==> config.mk <==
export PLATFORM = sky130hd
export DESIGN_NAME = aik_sqrt_cell
export DESIGN_NICKNAME = d
export VERILOG_FILES = /design/src/hdl/aik_pkg.sv /design/src/hdl/aik_sqrt_cell.sv
export SDC_FILE = /design/constraint.sdc
export NUM_CORES = 1
export LEC_CHECK = 0
export BUFFER_PORTS_ARGS = -buffer_cell sky130_fd_sc_hd__buf_2
export CORE_MARGIN = 10
export CORE_UTILIZATION = 53
export DETAILED_ROUTE_END_ITERATION = 16
export GPL_TIMING_DRIVEN = 1
export PLACE_DENSITY = 0.86
export SLEW_MARGIN = 20
export SYNTH_ARGS = -nofsm -noshare
export SYNTH_HDL_FRONTEND = slang
export SYNTH_SLANG_ARGS = --single-unit
==> constraint.sdc <==
create_clock -name clk -period 6.2 [get_ports clk]
set_input_delay 0.62 -clock clk [delete_from_list [all_inputs] [get_ports clk]]
set_output_delay 0.62 -clock clk [all_outputs]
set_load 0.005 [all_outputs]
==> src/hdl/aik_pkg.sv <==
`timescale 1ns / 1ps
package aik_pkg;

  localparam int ANGLE_ITERATIONS = 16;
  localparam int TABLE_LEN = 24;
  localparam int NORM_CELLS = 6;
  localparam int SQRT_CELLS = 28;
  localparam int ATAN_STG = ANGLE_ITERATIONS + NORM_CELLS + 3;
  localparam int ST_SQ0 = 5;
  localparam int ST_MID = ST_SQ0 + SQRT_CELLS;
  localparam int ST_AT = ST_MID + 4;
  localparam int NSTG = ST_AT + ATAN_STG;

  localparam logic [1:0] CFG_BASE_HEIGHT = 2'd0;
  localparam logic [1:0] CFG_UPPER_LINK = 2'd1;
  localparam logic [1:0] CFG_LOWER_LINK = 2'd2;

  localparam logic [13:0] HALF_TURN64 = 14'd11520;
  localparam logic [14:0] TURN64 = 15'd23040;

  // atan(2^-i) in 2^-32 turn
  function automatic logic [29:0] atan_turn(input logic [4:0] i);
    logic [29:0] v;
    case (i)
      5'd0: v = 30'h20000000;
      5'd1: v = 30'h12E4051E;
      5'd2: v = 30'h09FB385B;
      5'd3: v = 30'h051111D4;
      5'd4: v = 30'h028B0D43;
      5'd5: v = 30'h0145D7E1;
      5'd6: v = 30'h00A2F61E;
      5'd7: v = 30'h00517C55;
      5'd8: v = 30'h0028BE53;
      5'd9: v = 30'h00145F2F;
      5'd10: v = 30'h000A2F98;
      5'd11: v = 30'h000517CC;
      5'd12: v = 30'h00028BE6;
      5'd13: v = 30'h000145F3;
      5'd14: v = 30'h0000A2F9;
      5'd15: v = 30'h0000517C;
      5'd16: v = 30'h000028BE;
      5'd17: v = 30'h0000145F;
      5'd18: v = 30'h00000A2F;
      5'd19: v = 30'h00000517;
      5'd20: v = 30'h0000028B;
      5'd21: v = 30'h00000145;
      5'd22: v = 30'h000000A2;
      5'd23: v = 30'h00000051;
      default: v = 30'h0;
    endcase
    return v;
  endfunction

  typedef struct packed {
    logic su;
    logic sv;
    logic zr;
  } quad_t;

  typedef struct packed {
    logic signed [28:0] n;
    logic signed [15:0] h;
    logic [27:0] d;
    logic flag;
    logic signed [13:0] x;
    logic signed [13:0] y;
  } side_t;

endpackage

==> src/hdl/aik_sqrt_cell.sv <==
`timescale 1ns / 1ps
module aik_sqrt_cell import aik_pkg::*; (
  input  logic        clk,
  input  logic        en,
  input  logic [55:0] rad_i,
  input  logic [29:0] rem_i,
  input  logic [27:0] root_i,
  output logic [55:0] rad_o,
  output logic [29:0] rem_o,
  output logic [27:0] root_o
);
  logic [31:0] rem_sh, trial, rem_df;
  logic ge;

  // one root bit per cell
  assign rem_sh = {rem_i, rad_i[55:54]};
  assign trial = {2'b00, root_i, 2'b01};
  assign ge = rem_sh >= trial;
  assign rem_df = rem_sh - trial;

  always_ff @(posedge clk) begin
    if (en) begin
      rad_o <= {rad_i[53:0], 2'b00};
      rem_o <= ge ? rem_df[29:0] : rem_sh[29:0];
      root_o <= {root_i[26:0], ge};
    end
  end
endmodule

==> results.py <==
metrics = {
    "status": {
        "status": "finished clean",
    },
    "global_routing": {
        "grt_max_degree": 69,
        "grt_first_pass_wirelength_um": 24000,
        "groute.usage.overall": 0.198,
        "grt_pass1_vias": 4669,
        "antenna_found_initial": 1,
        "grt_overflow_total": 0,
    },
    "drt": {
        "wire_per_inst_um": 19.2,
        "firstDrtPassIters": 5,
        "drcViolationCount": 0,
        "dr.first_iter.drc_count": 294,
        "vias_per_cell": 5.44,
        "drt_wl_total_um": 16300,
        "postRouteAntennaNets": 0,
        "vias": 4635,
    },
    "sta": {
        "hold_slack_ns": 0.411,
        "rsz0062_at_grt": "false",
        "finalHoldViolations": 0,
        "fin_ws_ns": 2.88,
        "timing.final.crit_share": 0.536,
        "setup_viol": 0,
        "min_period_ns": 3.32,
        "relSlewSlack": 0.449,
        "fmax_mhz": 301,
        "slew_violations": 0,
        "final.setup.tns_ns": 0,
        "tightest_slew_ns": 0.827,
    },
    "synthesis": {
        "ys_async_sr_fraction": 0,
        "yosys.area.top_type": "edfxtp_1",
        "synth_area_leaders": "edfxtp_1 59%, ha_1 6.5%, a21oi_1 3.9%",
        "ys_types": 63,
        "syn_area_per_cell_um2": 11.8,
        "yosysSeqAreaShare": 0.587,
        "synth_edf_count": 112,
        "syn_inst": 486,
        "syn_area_um2": 5730,
        "synth-seq-cells": 112,
        "yosys_warnings": 0,
        "synth.top_cell.area_share": 0.587,
        "ys.flop_type": "edfxtp_1",
    },
    "place": {
        "dp_slack_ns": 2.52,
        "placement.cell_area_um2": 6950,
        "dp.cells": 835,
        "dp.final_hpwl_um": 13100,
        "place_congestion": 0.904,
        "place.port_buffers": 227,
    },
    "final_layout": {
        "layout_commonest_cell": "buf_2",
        "nets": 856,
        "final_util": 0.689,
        "fin_cells": 852,
        "drive_above_1_share": 0.364,
        "layout_common_cells": "226 x buf_2, 112 x edfxtp_1, 45 x a21oi_1, 43 x inv_1, 39 x nor2_1",
        "fillers": 793,
        "area_growth_pct": 25.2,
        "fin_area_um2": 7180,
    },
    "critical_path": {
        "cp-end-kind": "flop",
        "cp_top_family": "compound AO/OA/AOI/OAI gates",
        "crit_required_ns": 6.33,
        "crit_chain": "buf_2 > inv_1 > ha_1 > a21oi_2 > o211ai_1 > a21boi_2 > o311ai_1 > o21ai_4 > inv_2 > o21ai_0 > nor3b_1",
        "cp_num_buf_inv": 3,
        "critPathArrivalTime_ns": 3.46,
        "start_kind": "input port",
        "slowest_stage": "o21ai_4",
        "path_class": "input port to flop",
        "worst-path-max-fanout": 43,
        "max_stage_delay_ns": 0.58,
    },
    "clock_tree": {
        "cts.repair.resized": 0,
        "clk_path_buf_depth": 2,
        "clk_pin_slew_ns": 0.11,
        "cts.sinks": 112,
        "cts_hold_buf": 0,
        "numCtsBuffers": 9,
        "cts_root_buf": "clkbuf_8",
        "cts_tree": "yes",
        "htree_levels": 3,
        "post_cts_buffers": 0,
    },
    "job": {
        "maxCapViolations": 0,
    },
    "pwr": {
        "peakVddDrop_uv": 118,
        "leakage_nw": 3.17,
        "p_total_mw": 1.89,
        "pwr_density_cell_nw_per_um2": 263,
    },
    "floorplanning": {
        "die_w_um": 124,
        "dieArea_um2": 15400,
        "initial_core_util": 0.550,
        "coreArea_um2": 10400,
        "ios": 230,
        "die_h_um": 124,
        "core.rowCount": 37,
    },
    "hold_path": {
        "hold_path.class": "input port to flop",
    },
}
## layer usage
layer  vias to the layer above  GRT usage  wire length, um
met5                         -          0                0
met4                         0     0.0662              300
met3                        24     0.0566             1530
met2                       200      0.343             8170
met1                      2168      0.232             6320
li1                       2243          -                -
## synthesized netlist by cell type (4+ instances only)
master    instances
ha_1             30
nand3_1           7
xnor2_1          12
o21ai_1           7
a21boi_0          4
and2_1            5
a21o_1            9
nand2_1          33
nand4_1           4
or3_1             4
and3_1            5
buf_2             7
o21a_1            5
o211ai_1          5
a21oi_2           4
nor2_1           39
inv_1            43
xor2_1            9
o31ai_1           4
a21oi_1          45
edfxtp_1        112
nor3_1           14
o21ai_0          16
## cells by family (layout without fill, tap and decap cells)
| kind of cell | count (synthesis) | count (layout) | synth area share |
|---|---|---|---|
| AND/OR/NAND/NOR | 131 | 131 | 0.112 |
| AO/OA/AOI/OAI | 130 | 130 | 0.155 |
| flip-flops | 112 | 112 | 0.587 |
| buffers and inverters | 60 | 288 | 0.0467 |
| adder cells (fa/ha/maj) | 30 | 30 | 0.0655 |
| XOR/XNOR | 21 | 21 | 0.0321 |
| other | 1 | 3 | 0.000654 |
| multiplexers | 1 | 1 | 0.00175 |
## final cells by class
type                    count  area, um2  area share
repair buffers            228       1150       0.160
flip-flops and latches    112       3360       0.468
multi-input cells         315       2110       0.293
clock buffers               9        124      0.0173
diodes                      1       2.50    0.000349
clock inverters             7        103      0.0143
inverters                  44        165      0.0230
well taps                 136        170      0.0237
## registers in the layout, summed over array words and instances, names as in the netlist
| register | cells |
|---|---|
| root_o | 28 |
| rem_o | 30 |
| rad_o | 54 |
## worst paths after layout
kind	from	endpoint	slack, ns	cells after the start
max	root_i[17]	rem_o[29]	2.88	11
min	rad_i[30]	rad_o[32]	0.41	1
## power by group
group | internal (mW) | switching, mW
logic | 0.184 | 0.258
clock network | 0.233 | 0.257
registers | 0.934 | 0.0196
No activity file was read; power rests on OpenSTA's default activity.
